**config.mk**
```make
export PLATFORM = sky130hd
export DESIGN_NAME = tnt_fifo
export DESIGN_NICKNAME = d
export VERILOG_FILES = /design/src/design/tnt_pkg.sv /design/src/design/tnt_fifo.sv
export SDC_FILE = /design/constraint.sdc
export NUM_CORES = 1
export LEC_CHECK = 0
export ABC_AREA = 1
export BUFFER_PORTS_ARGS = -buffer_cell sky130_fd_sc_hd__buf_2
export CORE_UTILIZATION = 35
export DETAILED_ROUTE_END_ITERATION = 8
export GPL_TIMING_DRIVEN = 1
export PLACE_DENSITY = 0.71
export SLEW_MARGIN = 20
export SYNTH_ARGS = -nofsm -noshare
export SYNTH_HDL_FRONTEND = slang
export SYNTH_SLANG_ARGS = --single-unit
```
**constraint.sdc**
```tcl
create_clock -name clk -period 15.42 [get_ports clk]
set_input_delay 0.771 -clock clk [delete_from_list [all_inputs] [get_ports clk]]
set_output_delay 0.771 -clock clk [all_outputs]
set_load 0.05 [all_outputs]
```
**src/design/tnt_pkg.sv**
```systemverilog
// shared types and constants for the triangle normal and tangent block
`default_nettype none

package tnt_pkg;

	// result scale and normalization widths
	localparam int OUT_FRAC_BITS = 14;
	localparam int OUT_W         = 16;
	localparam int MAG_W         = 30;
	localparam int QUO_W         = OUT_FRAC_BITS + 1;
	localparam int QIDX_W        = $clog2(QUO_W);
	localparam int NUM_W         = MAG_W + 1 + OUT_FRAC_BITS;

	typedef logic signed [31:0]      coord_t;
	typedef logic signed [32:0]      diff_t;
	typedef logic signed [OUT_W-1:0] unit_t;

	// one vertex request
	typedef struct packed {
		coord_t pos_x;
		coord_t pos_y;
		coord_t pos_z;
		coord_t tex_u;
		coord_t tex_v;
	} vertex_t;

	// one face result
	typedef struct packed {
		unit_t normal_x;
		unit_t normal_y;
		unit_t normal_z;
		unit_t tangent_x;
		unit_t tangent_y;
		unit_t tangent_z;
		logic  normal_degenerate;
		logic  tangent_degenerate;
	} result_t;

	// edge and uv differences of one face, relative to the origin vertex
	typedef struct packed {
		diff_t e1x;
		diff_t e1y;
		diff_t e1z;
		diff_t e2x;
		diff_t e2y;
		diff_t e2z;
		diff_t du1;
		diff_t dv1;
		diff_t du2;
		diff_t dv2;
	} face_t;

endpackage

`default_nettype wire

```
**src/design/tnt_fifo.sv**
```systemverilog
// short face queue between front and back end
`default_nettype none

module tnt_fifo (
	input  logic           clk,
	input  logic           arst_n,
	input  logic           push,
	input  tnt_pkg::face_t din,
	output logic           full,
	input  logic           pop,
	output tnt_pkg::face_t dout,
	output logic           empty
);
	import tnt_pkg::*;

	localparam int DEPTH = 2;
	localparam int PTR_W = $clog2(DEPTH);
	localparam int CNT_W = $clog2(DEPTH + 1);

	face_t            entry_q [DEPTH];
	logic [PTR_W-1:0] wr_ptr_q;
	logic [PTR_W-1:0] rd_ptr_q;
	logic [CNT_W-1:0] count_q;
	logic             do_push;
	logic             do_pop;

	assign full    = (count_q == CNT_W'(DEPTH));
	assign empty   = (count_q == '0);
	assign do_push = push & ~full;
	assign do_pop  = pop & ~empty;
	assign dout    = entry_q[rd_ptr_q];

	// pointers and fill level
	always_ff @(posedge clk or negedge arst_n) begin
		if (!arst_n) begin
			wr_ptr_q <= '0;
			rd_ptr_q <= '0;
			count_q  <= '0;
		end else begin
			if (do_push) begin
				wr_ptr_q <= (wr_ptr_q == PTR_W'(DEPTH - 1)) ? '0 : wr_ptr_q + 1'b1;
			end
			if (do_pop) begin
				rd_ptr_q <= (rd_ptr_q == PTR_W'(DEPTH - 1)) ? '0 : rd_ptr_q + 1'b1;
			end
			if (do_push && !do_pop) begin
				count_q <= count_q + 1'b1;
			end else if (do_pop && !do_push) begin
				count_q <= count_q - 1'b1;
			end
		end
	end

	// entry storage
	always_ff @(posedge clk) begin
		if (do_push) begin
			entry_q[wr_ptr_q] <= din;
		end
	end

endmodule

`default_nettype wire

```
-- Word level (Yosys, flattened, before mapping)
Memories as Yosys holds them, arrays and structs flattened.
Cells that the tools add are included.
- equal/unequal tests: 1
- mux-type cells: 6
- bitwise operators: 4
- add/subtract/negate cells: 4
- reduce and logical (&&, ||, !) cells: 6
- operators by type and width (operator ; count):
    $mux W1 ; 4
    $mux W2 ; 2
    $add A1 B1 Y1 const B ; 2
    $add A2 B1 Y2 const B ; 1
    $and A1 B1 Y1 ; 2
    $eq A2 B2 Y1 const B ; 1
    $logic_and A1 B1 Y1 ; 2
    $logic_not A1 Y1 ; 2
    $logic_not A2 Y1 ; 1
    $not A1 Y1 ; 2
    $reduce_bool A2 Y1 ; 1
    $sub A2 B1 Y2 const B ; 1
- bits of input ports: 334
- memories kept: 1
- register bits: 4
- RAM bits: 660
- memory list (name ; words ; width ; rd ports ; clocked after memory_dff ; wr ports ; line ; text):
    entry_q ; 2 ; 330 ; 1 ; 0 ; 1 ; tnt_fifo.sv:20 ; face_t entry_q [DEPTH];

-- Longest topological paths before layout
- depth after elaboration: 7
- mapped depth: 9
- mapped depth without buffers: 9

-- Worst setup path before layout
OpenSTA, ideal clock, no wires.
- path kind: input port to flip-flop
- start: in push
- end: mem entry_q[1][0] in the netlist's numbering (enable)
- data arrival time: 14.535 ns
- library setup time: 1.028 ns
- path slack: -0.143 ns
- cell stages on the path: 2
- buffers on the path: 0
- cell sequence: o21ai_0 > nor2_1
- cells in the longest elaborated chain, start to end: 3
- RTL lines (item ; line ; text):
    from (decl) ; tnt_fifo.sv:7 ; input logic push,
    $and A1 B1 Y1 ; tnt_fifo.sv:29 ; assign do_push = push & ~full;
    $mux W1 ; tnt_fifo.sv:56 ; if (do_push) begin
    $mux W1 (implied by the code) ; tnt_fifo.sv:57 ; entry_q[wr_ptr_q] <= din;
    to (decl) ; tnt_fifo.sv:20 ;
Every way passes these cells.

==> impl_metrics.toml <==
[worst_setup_path]
rr_worst_depth = 6
worst_ep_arrival_time_ns = 3.56
cp.required_ns = 14.65
cp-start-kind = "register"
criticalPathCategory = "reg2out"
worstSetupEndpointType = "output port"
critical_path.max_fanout = 84

[sta]
final_worst_path_period_need_ns = 4.34
worst_pin_slew_ns = 1.08
timing_hold_violations_final = 0
slew_violations = 0
finalSetupTns_ns = 0
skew_ns = 0.0194
setup_repair_after_global_routing_missed_its_margin = "no"
max_freq_ghz = 0.231
worst_slew_slack_as_a_fraction_of_its_limit = 0.278
timing.final.setup_violations = 0
finalCritPeriodShare = 0.281

[floorplan]
starting_density = 0.354
ioPinCount = 666
die-height_microns = 265
rows = 96
die_w_microns = 265
core_area_sq_mm = 0.0686
dieArea_sq_mm = 0.0705

[placed_design]
dp.final_hpwl_mm = 36.8
numPlacedInstances = 3289
gp_congestion = 0.768
port_buffers = 665

[routing]
drt_drc_violations_left = 0
detail_route.wirelength_mm = 56.7
ant_nets = 0
detailedRoute.firstPassIterationCount = 4
drt-initial-drc-count = 849
vias_per_cell = 4.43
dr_total_vias = 15200
avg_wl_per_cell_microns = 16.6

[global_route]
globalRoute.totalOverflow = 0
initial_antenna_violation_count = 22
globalRouteTotalUtil = 0.152
grt_first_pass_wirelength_mm = 81.5
grt_max_degree = 171
via_count_of_the_first_global_routing_pass = 14700

[clocking]
cts_buffers = 69
largest_buffer_count_on_any_clock_path = 3
cts_root_buf = "sky130_fd_sc_hd__clkbuf_16"
clk_latency_ns = 0.59
htree_levels = 3
cts_sinks = 664
tritoncts = "built"
post-cts-setup-buffers = 0
worst_setup_hold_path_clk_slew_ns = 0.06

[pwr]
ir_worst_vdd_mv = 0.176
switching_power_mw = 3.41
power_frac_comb = 0.435
power.share.switching = 0.463
seq_power_share = 0.348
cellPowerDensity_mw_per_mm2 = 241
clock_power_share = 0.216
p_leak_nw = 13.0
power_report.internal_total_mw = 3.96

[min_path]
worst_hold_path_type = "in2reg"
worst_hold_path.num_cells = 1

[yosys]
yosysSeqAreaShare = 0.820
synth.yosys.warnings = 0
post_synth_instance_area_sq_mm = 0.0243
synthDistinctLibCells = 16
avgSynthCellArea_sq_um = 13.8
ys_seq_elements = 664
netlist_top_cells_area = "sky130_fd_sc_hd__edfxtp_1 (82%), sky130_fd_sc_hd__nand2_1 (15%), sky130_fd_sc_hd__buf_6 (1.0%), sky130_fd_sc_hd__buf_2 (0.68%), sky130_fd_sc_hd__buf_4 (0.43%)"
yosysTopAreaCellShare = 0.816
synth_top_cell_by_area = "sky130_fd_sc_hd__edfxtp_1"
synthesis.instances = 1755
synth_nets = 2090

[layout]
layout_cells_sized_above_1 = 0.312
area_delta_synth_final_pct = 26.0
layout_commonest_cell = "sky130_fd_sc_hd__nand2_1"
layout.cells.most_common_list = "sky130_fd_sc_hd__nand2_1 (999), sky130_fd_sc_hd__buf_2 (665), sky130_fd_sc_hd__edfxtp_1 (660)"
filler_free_cell_count_of_the_finished_design = 3426
design.final.nets = 2765

[status]
outcome = "completed"

[job]
drv.max_cap_violation_count = 0
[worst paths after layout]
check / end / slack (ns) / from
setup / recovery: dout[152] / 11.08 / rd_ptr_q
hold / removal: entry_q[1][23] / 0.37 / din[23]
setup reg to reg: entry_q[1][192] / 11.83 / count_q[1]
hold reg to reg: wr_ptr_q / 0.52 / wr_ptr_q
max in group asynchronous: rd_ptr_q / 14.76 / arst_n
min in group asynchronous: count_q[1] / 0.51 / arst_n
[critical path, cell delays in order, from the launching register on]
cell and delay [ns]:
sky130_fd_sc_hd__dfrtp_4 0.75, sky130_fd_sc_hd__buf_4 0.69, sky130_fd_sc_hd__buf_4 0.79, sky130_fd_sc_hd__nand2_1 0.11, sky130_fd_sc_hd__nand2_1 0.15, sky130_fd_sc_hd__buf_2 0.28
[sequential cells by signal (all words and copies together) (netlist names)]
| signal | flops |
|---|---|
| count_q | 2 |
| entry_q | 660 |
| rd_ptr_q | 1 |
| wr_ptr_q | 1 |
[through the flow]
step | hold slack (ns) | instance area [sq um] | power, mW | utilization | setup WS, ns
finish | 0.369 | 30600 | 7.37 | 0.446 | 11.08
global route | 0.328 | 30600 | 7.69 | 0.446 | 10.83
CTS | 0.311 | 30600 | 7.44 | 0.446 | 11.03
detailed placement | 0.497 | 28400 | 5.83 | 0.414 | 11.51
global placement | 0.477 | 28400 | 5.80 | 0.414 | 11.51
floorplan | 0.449 | 24300 | 5.19 | - | 5.44
[Yosys cell counts]
cell	number
sky130_fd_sc_hd__buf_2	33
sky130_fd_sc_hd__buf_4	14
sky130_fd_sc_hd__buf_6	22
sky130_fd_sc_hd__clkbuf_1	4
sky130_fd_sc_hd__dfrtp_1	4
sky130_fd_sc_hd__edfxtp_1	660
sky130_fd_sc_hd__ha_1	1
sky130_fd_sc_hd__inv_1	7
sky130_fd_sc_hd__inv_4	1
sky130_fd_sc_hd__nand2_1	999
sky130_fd_sc_hd__nand3_1	1
sky130_fd_sc_hd__nand3b_1	1
sky130_fd_sc_hd__nand4_1	1
sky130_fd_sc_hd__nor2_1	4
sky130_fd_sc_hd__o21ai_0	2
sky130_fd_sc_hd__xnor2_1	1
[cells by family (layout without fill, tap and decap cells)]
group,after synthesis,after routing,share of synthesized area
fa+ha+maj,1,1,0.000515
xor+xnor,1,1,0.000361
compound gates,2,2,0.000412
simple gates,1006,1006,0.156
other cells,0,14,0
buf+inv,81,807,0.0233
flops,664,664,0.820
[power by group through the flow]
stage	logic, mW	clock network, mW	registers [mW]
2_1_floorplan	2.48	0	2.71
3_3_place_gp	3.21	0	2.59
3_5_place_dp	3.23	0	2.60
4_1_cts	3.24	1.63	2.57
5_1_grt	3.39	1.70	2.60
6_report	3.21	1.59	2.57
[area by class of cell]
type | count | area (sq um)
clock buffer | 87 | 1840
multi-input combinational | 1010 | 3820
clock inverter | 35 | 334
timing repair buffer | 677 | 3460
sequential | 664 | 19900
antenna | 14 | 35.0
inverter | 8 | 50.0
fill | 6113 | 38000
tap | 931 | 1160
[what timing repair did]
action	4_1_cts	5_1_grt
resized for setup	0	0
hold buffers	1	0
endpoints found under the hold margin	4	0
[layer usage]
metal / routed length, microns / GRT usage / part of all wire
met1: 20800 / 0.165 / 0.37
met5: 81 / 0 / 0.0014
met2: 28500 / 0.265 / 0.50
met3: 5370 / 0.0541 / 0.095
met4: 2030 / 0.0697 / 0.036
(Power assumes the default switching activity.)
