<file path="src/design/tnt_pkg.sv">
// shared types and constants for the triangle normal and tangent block
`default_nettype none

package tnt_pkg;

	// result scale and normalization widths
	localparam int OUT_FRAC_BITS = 14;
	localparam int OUT_W         = 16;
	localparam int MAG_W         = 30;
	localparam int QUO_W         = OUT_FRAC_BITS + 1;
	localparam int QIDX_W        = $clog2(QUO_W);
	localparam int NUM_W         = MAG_W + 1 + OUT_FRAC_BITS;

	typedef logic signed [31:0]      coord_t;
	typedef logic signed [32:0]      diff_t;
	typedef logic signed [OUT_W-1:0] unit_t;

	// one vertex request
	typedef struct packed {
		coord_t pos_x;
		coord_t pos_y;
		coord_t pos_z;
		coord_t tex_u;
		coord_t tex_v;
	} vertex_t;

	// one face result
	typedef struct packed {
		unit_t normal_x;
		unit_t normal_y;
		unit_t normal_z;
		unit_t tangent_x;
		unit_t tangent_y;
		unit_t tangent_z;
		logic  normal_degenerate;
		logic  tangent_degenerate;
	} result_t;

	// edge and uv differences of one face, relative to the origin vertex
	typedef struct packed {
		diff_t e1x;
		diff_t e1y;
		diff_t e1z;
		diff_t e2x;
		diff_t e2y;
		diff_t e2z;
		diff_t du1;
		diff_t dv1;
		diff_t du2;
		diff_t dv2;
	} face_t;

endpackage

`default_nettype wire

</file>
<file path="src/design/tnt_front.sv">
// front end: collects three vertices and forms the face differences
`default_nettype none

module tnt_front (
	input  logic             clk,
	input  logic             arst_n,
	input  logic             push,
	output logic             full,
	input  tnt_pkg::vertex_t vertex,
	output logic             face_push,
	input  logic             face_full,
	output tnt_pkg::face_t   face
);
	import tnt_pkg::*;

	typedef enum logic [2:0] {
		PH_FIRST  = 3'b001,
		PH_SECOND = 3'b010,
		PH_THIRD  = 3'b100
	} phase_t;

	phase_t  phase_q;
	vertex_t first_q;
	vertex_t second_q;
	logic    accept;

	function automatic diff_t sub33(coord_t a, coord_t b);
		return diff_t'(a) - diff_t'(b);
	endfunction

	// request handshake
	assign full      = face_full;
	assign accept    = push & ~face_full;
	assign face_push = accept && (phase_q == PH_THIRD);

	// vertex phase
	always_ff @(posedge clk or negedge arst_n) begin
		if (!arst_n) begin
			phase_q <= PH_FIRST;
		end else if (accept) begin
			case (phase_q)
				PH_FIRST:  phase_q <= PH_SECOND;
				PH_SECOND: phase_q <= PH_THIRD;
				PH_THIRD:  phase_q <= PH_FIRST;
				default:   phase_q <= PH_FIRST;
			endcase
		end
	end

	// held vertices
	always_ff @(posedge clk) begin
		if (accept && phase_q == PH_FIRST) begin
			first_q <= vertex;
		end
		if (accept && phase_q == PH_SECOND) begin
			second_q <= vertex;
		end
	end

	// differences against the current vertex, which is the origin
	always_comb begin
		face.e1x = sub33(second_q.pos_x, vertex.pos_x);
		face.e1y = sub33(second_q.pos_y, vertex.pos_y);
		face.e1z = sub33(second_q.pos_z, vertex.pos_z);
		face.e2x = sub33(first_q.pos_x, vertex.pos_x);
		face.e2y = sub33(first_q.pos_y, vertex.pos_y);
		face.e2z = sub33(first_q.pos_z, vertex.pos_z);
		face.du1 = sub33(second_q.tex_u, vertex.tex_u);
		face.dv1 = sub33(second_q.tex_v, vertex.tex_v);
		face.du2 = sub33(first_q.tex_u, vertex.tex_u);
		face.dv2 = sub33(first_q.tex_v, vertex.tex_v);
	end

endmodule

`default_nettype wire

</file>
<file path="config.mk">
export PLATFORM = sky130hd
export DESIGN_NAME = tnt_front
export DESIGN_NICKNAME = d
export VERILOG_FILES = /design/src/design/tnt_pkg.sv /design/src/design/tnt_front.sv
export SDC_FILE = /design/constraint.sdc
export NUM_CORES = 1
export LEC_CHECK = 0
export BUFFER_PORTS_ARGS = -buffer_cell sky130_fd_sc_hd__buf_2
export CAP_MARGIN = 30
export CORE_UTILIZATION = 50
export CTS_BUF_LIST = sky130_fd_sc_hd__clkbuf_4 sky130_fd_sc_hd__clkbuf_8
export DETAILED_ROUTE_END_ITERATION = 7
export GPL_ROUTABILITY_DRIVEN = 0
export PLACE_DENSITY = 0.73
export SLEW_MARGIN = 20
export SYNTH_ARGS = -nofsm -noshare
export SYNTH_HDL_FRONTEND = slang
export SYNTH_SLANG_ARGS = --single-unit
</file>
<file path="constraint.sdc">
create_clock -name clk -period 34.7 [get_ports clk]
set_clock_uncertainty 0.2 [all_clocks]
set_input_delay 5.205 -clock clk [delete_from_list [all_inputs] [get_ports clk]]
set_output_delay 5.205 -clock clk [all_outputs]
set_load 0.05 [all_outputs]
</file>
; ---- After elaboration in Yosys (flattened, before gate mapping)
; Index checks and enable logic that the tools add are counted.
[totals]
register_bits = 323
output_inout_bits = 332
[op_classes]
n_addsub = 10
n_eq_ne = 3
muxes = 1
n_bitwise = 2
n_reduce_logical = 3
[op_table]
columns = op, count
row1 = subtractor 32 x 32 -> 33 bit, 10
row2 = one-hot mux 3 bit (2 select lines), 1
row3 = == test 3 x 1 -> 1 bit (second input constant), 1
row4 = == test 3 x 2 -> 1 bit (second input constant), 1
row5 = == test 3 bit (second input constant), 1
row6 = logical AND 1 bit, 3
row7 = AND 1 bit, 1
row8 = inverter 1 bit, 1

; ---- Depth between registers and ports, before layout
; Gate-level depths: netlist of run 1.
[logic_depth]
word_depth = 3
ltp_mapped = 13
mapped_depth_nobuf = 13

; ---- Worst setup path after synthesis of run 1
; No wires, ideal clock.
[synth_timing]
path_kind = input port to flip-flop
start = in face_full
end = reg second_q[0] (netlist name) (enable)
setup_ns = 0.878
arrival_time_ns = 16.362
required_ns = 33.622
slack_ns = 17.260
stages = 2
path_buffers = 0
cell_sequence = nand2b_1 -> nor3_1
[synth_between]
elab_chain_len = 3
[synth_lines]
columns = item, line
row1 = "start, declared", tnt_front.sv:11  ; input logic face_full,
row2 = inverter 1 bit, tnt_front.sv:33  ; assign accept = push & ~face_full;
row3 = AND 1 bit, tnt_front.sv:33
row4 = logical AND 1 bit, tnt_front.sv:55  ; if (accept && phase_q == PH_SECOND) begin
row5 = "end signal, assigned", tnt_front.sv:56  ; second_q <= vertex;
row6 = "end, declared", tnt_front.sv:24  ; vertex_t second_q;
; Every way passes these cells.
; A chain may end at the register's enable or synchronous reset.

==> flow_summary.ini, run 1 <==
[routing]
ant_nets = 0
drc = 0
routed_wl_mm = 73.6
avgViaCountPerCell = 5.70
drt_pass1_iterations = 6
vias = 22500
drt_iter0_markers = 1482
wire_per_inst_um = 18.7

[cells_and_area]
synthToLayoutAreaGrowth_pct = 17.6
multi_input_area_mm2 = 0.0153
fin_nets = 3681
final_area_mm2 = 0.0306
regArea_mm2 = 0.00969
final_layout_size_suffix_gt1_share_pct = 20.9
nFillCells = 4413
final-instance-count-excl-fill = 3944

[sta]
tns_ps = 0
rsz0062_at_grt = no
max_freq_ghz = 0.0727
worst_pin_slew_ps = 837
finalCritPeriodShare_pct = 39.7
hold_viol = 0
relSlewSlack_pct = 44.2
drv_slew = 0
setup_violations = 0
fin_crit_ps = 13760

[setup_path]
critPathKind = input port to primary output
end_kind = primary output
critical_path_arrival_ps = 8360
crit_fanout = 4
critPathLaunchType = input port
cp.required_ps = 29300

[synthesis]
syn_nets = 3136
yosys.area.top_type = edfxtp_1
synth.yosys.seq_area_share_pct = 37.2
synth_flop_cell = edfxtp_1
synth_edf_count = 320
syn_avg_cell_area_um2 = 9.86
synth-async-reset-ratio_pct = 0.929
synthAdderAreaFrac_pct = 16.1
synthCells = 2642
synth-compound-area-share_pct = 22.2
synth_warnings = 0
yosysUniqueCellTypes = 100
synthSimpleGateAreaFrac_pct = 11.1
syn-cell-area_mm2 = 0.0260
synth_top_family_by_area = compound AO/OA/AOI/OAI gates
synth_xor_area_share_pct = 9.22
muxShareOfSynthArea_pct = 0.0384
synthTopCellsByArea = edfxtp_1 (37%), ha_1 (15%), xnor2_1 (6.6%)
netlist.area_leader.share_pct = 36.9
ys_ff_latch = 323
synth_common_cells = edfxtp_1 (320), ha_1 (320), inv_1 (262)

[power_and_ir_drop]
pwr_density_cell_mw_per_mm2 = 58.4
total_power_mw = 1.79
peakVddDrop_v = 0.0000462
power.leakage_nw = 14.0

[die]
initial_utilization_pct = 50.7
fp.dieH_um = 230
pin_count = 496
row_count = 83
dieArea_mm2 = 0.0530
die_w_um = 230
core_mm2 = 0.0514

[clock_network]
post-cts-setup-buffer-count = 0
cts_buffers = 61
clock-root-buffer = clkbuf_8
clk_pin_slew_ps = 70
hold_buffers = 0
cts_resized = 0
clock_path_buffers = 3
htreeDepth = 2
cts_sinks = 323
clk_latency_ps = 690
tritoncts = done

[grt]
grt_max_degree = 61
grt_pass1_wl_mm = 114
antenna_found_initial = 36
grt_pass1_vias = 22100
track_usage_pct = 26.8
grt_overflow = 0

[placed_design]
dp.cells = 3803
placed_cell_area_mm2 = 0.0293
port_buffers = 495
hpwl_mm = 57.6

[run_status]
status = finished clean

[run]
cap_violations = 0

[worst_hold_path]
hold_class = flop to flop
-- where the power goes --
group / internal [mW] / total, mW / switching (mW)
combinational: 0.249 / 0.932 / 0.683
sequential: 0.474 / 0.485 / 0.0115
clock: 0.195 / 0.371 / 0.176
total: 0.917 / 1.79 / 0.870
-- path summary, 6_finish.rpt --
path / start / to / slack [ps] / cells past startpoint
max reg2reg: phase_q[0] / first_q[32] / 31660 / 6
max: vertex[0] / face[96] / 20940 / 13
min in group asynchronous: arst_n / phase_q[2] / 4110 / 1
min: phase_q[0] / phase_q[0] / 310 / 2
min reg2reg: phase_q[0] / phase_q[0] / 310 / 2
max in group asynchronous: arst_n / phase_q[0] / 30010 / 1
-- flip-flops by register name, summed over array words and instances (netlist names) --
name and flops:
phase_q 3, second_q 160, first_q 160
-- kinds of logic (layout without fill, tap and decap cells) --
logic type,Yosys count,count (layout)
other cells,0,27
simple gates,595,595
compound gates,837,837
fa+ha+maj,330,330
xor+xnor,274,274
flops,323,323
buf+inv,282,877
mux,1,1
-- critical path: stages --
cell	delay, ps
buf_2	120
ha_1	230
fa_1	400
nor2b_1	130
o21a_1	170
o21ai_1	90
a211oi_1	390
nor3_1	110
o21ai_1	430
a41oi_2	220
o31ai_1	370
xor2_1	200
buf_2	290
-- cell usage in the layout, fill, tap and decap left out, drive strengths merged, types with 86 or more instances in the layout --
cell type	Yosys	layout
a21o	146	146
a21oi	261	261
buf	4	502
clkbuf	16	86
edfxtp	320	320
ha	320	320
inv	262	263
nand2	124	124
nor2	172	172
o21ai	151	151
xnor2	196	196
-- metrics by stage --
step / utilization, % / setup slack, ps / hold slack [ps]
2_1_floorplan: - / 17260 / 275
6_report: 59.6 / 20940 / 307
5_1_grt: 59.6 / 20670 / 333
3_5_place_dp: 57.1 / 21020 / 297
3_3_place_gp: 57.1 / 21060 / 286
4_1_cts: 59.4 / 20950 / 306
-- layout make-up --
| type | count | area share, % |
|---|---|---|
| tap | 680 | 2.78 |
| antenna | 27 | 0.221 |
| clock buffer | 86 | 3.44 |
| inverter | 262 | 3.21 |
| multi-input combinational | 2037 | 50.0 |
| timing repair buffer | 502 | 8.33 |
| sequential | 323 | 31.6 |
| clock inverter | 27 | 0.417 |
-- per-layer routing --
metal  global-route usage, %  wire length (um)  up-vias  part of all wire [%]
met5                       0               123        -                  0.17
li1                        -                 -    10800                     -
met2                    44.9             34800      814                    47
met1                    31.2             29300    10600                    40
met3                    6.55              5670      224                   7.7
met4                    15.2              3690       18                   5.0
No activity file was read; power rests on OpenSTA's default activity.
==> inputs of run 2 (changes only) <==
--- a/config.mk
+++ b/config.mk
@@ -5,13 +5,14 @@
 export SDC_FILE = /design/constraint.sdc
 export NUM_CORES = 1
 export LEC_CHECK = 0
+export ABC_AREA = 1
 export BUFFER_PORTS_ARGS = -buffer_cell sky130_fd_sc_hd__buf_2
 export CAP_MARGIN = 30
 export CORE_UTILIZATION = 50
 export CTS_BUF_LIST = sky130_fd_sc_hd__clkbuf_4 sky130_fd_sc_hd__clkbuf_8
 export DETAILED_ROUTE_END_ITERATION = 7
 export GPL_ROUTABILITY_DRIVEN = 0
-export PLACE_DENSITY = 0.73
+export PLACE_DENSITY = 0.71
 export SLEW_MARGIN = 20
 export SYNTH_ARGS = -nofsm -noshare
 export SYNTH_HDL_FRONTEND = slang
==> constraint.sdc (replaced) <==
create_clock -name clk -period 14 [get_ports clk]
set_clock_uncertainty 0.2 [all_clocks]
set_input_delay 2.1 -clock clk [delete_from_list [all_inputs] [get_ports clk]]
set_output_delay 2.1 -clock clk [all_outputs]
set_load 0.05 [all_outputs]
==> flow_summary.ini, run 2 <==
[clock_network]
clk_pin_slew_ps = 50
cts_resized = 0
clk_latency_ps = 660
tritoncts = done
htreeDepth = 2
cts_buffers = 56
hold_buffers = 0
clock-root-buffer = clkbuf_8
post-cts-setup-buffer-count = 0
clock_path_buffers = 3
cts_sinks = 323

[synthesis]
synth-compound-area-share_pct = 3.51
synthTopCellsByArea = edfxtp_1 (28%), nand2_1 (27%), inv_1 (15%)
yosys.area.top_type = edfxtp_1
ys_ff_latch = 323
synth_flop_cell = edfxtp_1
synthAdderAreaFrac_pct = 12.0
synth-async-reset-ratio_pct = 0.929
synth_xor_area_share_pct = 3.76
muxShareOfSynthArea_pct = 0
netlist.area_leader.share_pct = 27.5
synth_edf_count = 320
syn_avg_cell_area_um2 = 6.06
syn-cell-area_mm2 = 0.0349
synth.yosys.seq_area_share_pct = 27.7
synth_top_family_by_area = simple AND/OR/NAND/NOR gates
synth_warnings = 0
syn_nets = 6254
synthSimpleGateAreaFrac_pct = 37.3
synthMostInstantiatedCell = nand2_1
yosysUniqueCellTypes = 27
synth_common_cells = nand2_1 (2485), inv_1 (1433), nor2_1 (414)
synthCells = 5760

[grt]
antenna_found_initial = 15
grt_max_degree = 162
grt_pass1_wl_mm = 164
grt_pass1_vias = 32900
track_usage_pct = 29.3
grt_overflow = 0

[setup_path]
r2r_cells = 5
crit_fanout = 4
cp.required_ps = 11700
critical_path_arrival_ps = 4140
end_kind = primary output
crit_path_max_incr_delay_ps = 430
path_cells = buf_2, ha_1, fa_1, inv_1, nand2_1, nand2_1, nand3_1, nand2_1, nand2_1, nand2_2, nand2_1, nand2_1, nand2_1, nand2_1, buf_2
critPathKind = input port to primary output
crit_path_frequent_cell = nand2_1
slowest_stage = fa_1
critPathLaunchType = input port

[run_status]
status = finished clean

[worst_hold_path]
hold_depth = 2
hold_class = flop to flop

[die]
die_w_um = 266
row_count = 96
dieArea_mm2 = 0.0709
initial_utilization_pct = 50.7
core_mm2 = 0.0688
pin_count = 496
fp.dieH_um = 266

[cells_and_area]
final_area_mm2 = 0.0398
synthToLayoutAreaGrowth_pct = 14.0
utilization_pct = 57.8
reg_top3 = first_q (160), second_q (160), phase_q (3)
layout_commonest_cell = nand2_1
final_layout_size_suffix_gt1_share_pct = 10.6
fin_nets = 6803
final_cell_mix = nand2_1 (2485), inv_1 (1433), buf_2 (495), nor2_1 (412)

[placed_design]
hpwl_mm = 89.1
port_buffers = 495
placed_cell_area_mm2 = 0.0385
place_ws_ps = 7580

[sta]
rsz0062_at_grt = no
setup_violations = 0
finalCritPeriodShare_pct = 46.0
relSlewSlack_pct = 28.6
hold_viol = 0
max_freq_ghz = 0.155
fin_crit_ps = 6440
fin_ws_ps = 7560
drv_slew = 0
worst_pin_slew_ps = 1070
tns_ps = 0

[routing]
drc = 0
routed_wl_mm = 106
wire_per_inst_um = 14.5
drt_pass1_iterations = 6
ant_nets = 0
drt_iter0_markers = 2665
avgViaCountPerCell = 4.85
vias = 35400

[run]
cap_violations = 0

[power_and_ir_drop]
pwr_density_cell_mw_per_mm2 = 119
power.leakage_nw = 24.9
peakVddDrop_v = 0.000104
run 2: cell types whose count changed in the layout (fill, tap and decap cells not counted), sizes merged, moves of 150 or more:
cell,previous run,this run
nand2,124,2544
inv,263,1434
nor2,172,416
xnor2,196,20
nand3,49,234
o21ai,151,1
run 2: worst max-delay path: cells and delay by family:
family        cells  cell delay, ps
simple gates     10             890
fa+ha+maj         2             660
buf+inv           3             480
run 2: cell type report:
class / count / area [um2]
fill: 6928 / 29000
clock buffer: 70 / 888
multi-input combinational: 3996 / 19800
sequential: 323 / 9690
antenna: 8 / 20.0
clock inverter: 33 / 337
inverter: 1433 / 5380
tap: 931 / 1160
timing repair buffer: 499 / 2520
run 2: worst paths after layout:
kind / startpoint / endpoint / slack (ps)
min in group asynchronous: arst_n / phase_q[1] / 1030
worst min register to register: phase_q[0] / phase_q[0] / 330
worst max-delay path: vertex[0] / face[32] / 7560
max in group asynchronous: arst_n / phase_q[0] / 12380
worst min-delay path: phase_q[0] / phase_q[0] / 330
worst max register to register: phase_q[2] / second_q[81] / 11210
run 2: stage by stage:
stage | cells | total power, mW | hold slack [ps]
floorplan | 5760 | 3.11 | 292
global placement | 7182 | 3.72 | 313
detailed placement | 7182 | 3.74 | 316
CTS | 7285 | 4.73 | 327
global route | 7292 | 4.99 | 361
finish | 7293 | 4.72 | 326
run 2: metal layers:
metal / vias to the layer above / GRT usage, % / wire length [um]
li1: 18300 / - / -
met1: 15600 / 35.8 / 44200
met2: 1153 / 49.4 / 48300
met3: 255 / 5.61 / 8050
met4: 14 / 13.9 / 5290
met5: - / 0 / 90
run 2: kinds of logic after synthesis:
group,count (synthesis)
XOR/XNOR,150
AO/OA/AOI/OAI,230
adder cells (fa/ha/maj),330
flip-flops,323
buffers and inverters,1441
AND/OR/NAND/NOR,3286
run 2: power breakdown:
group          internal [mW]  switching (mW)
combinational          0.608            1.93
sequential              1.17          0.0262
clock                  0.548           0.430
total                   2.33            2.39
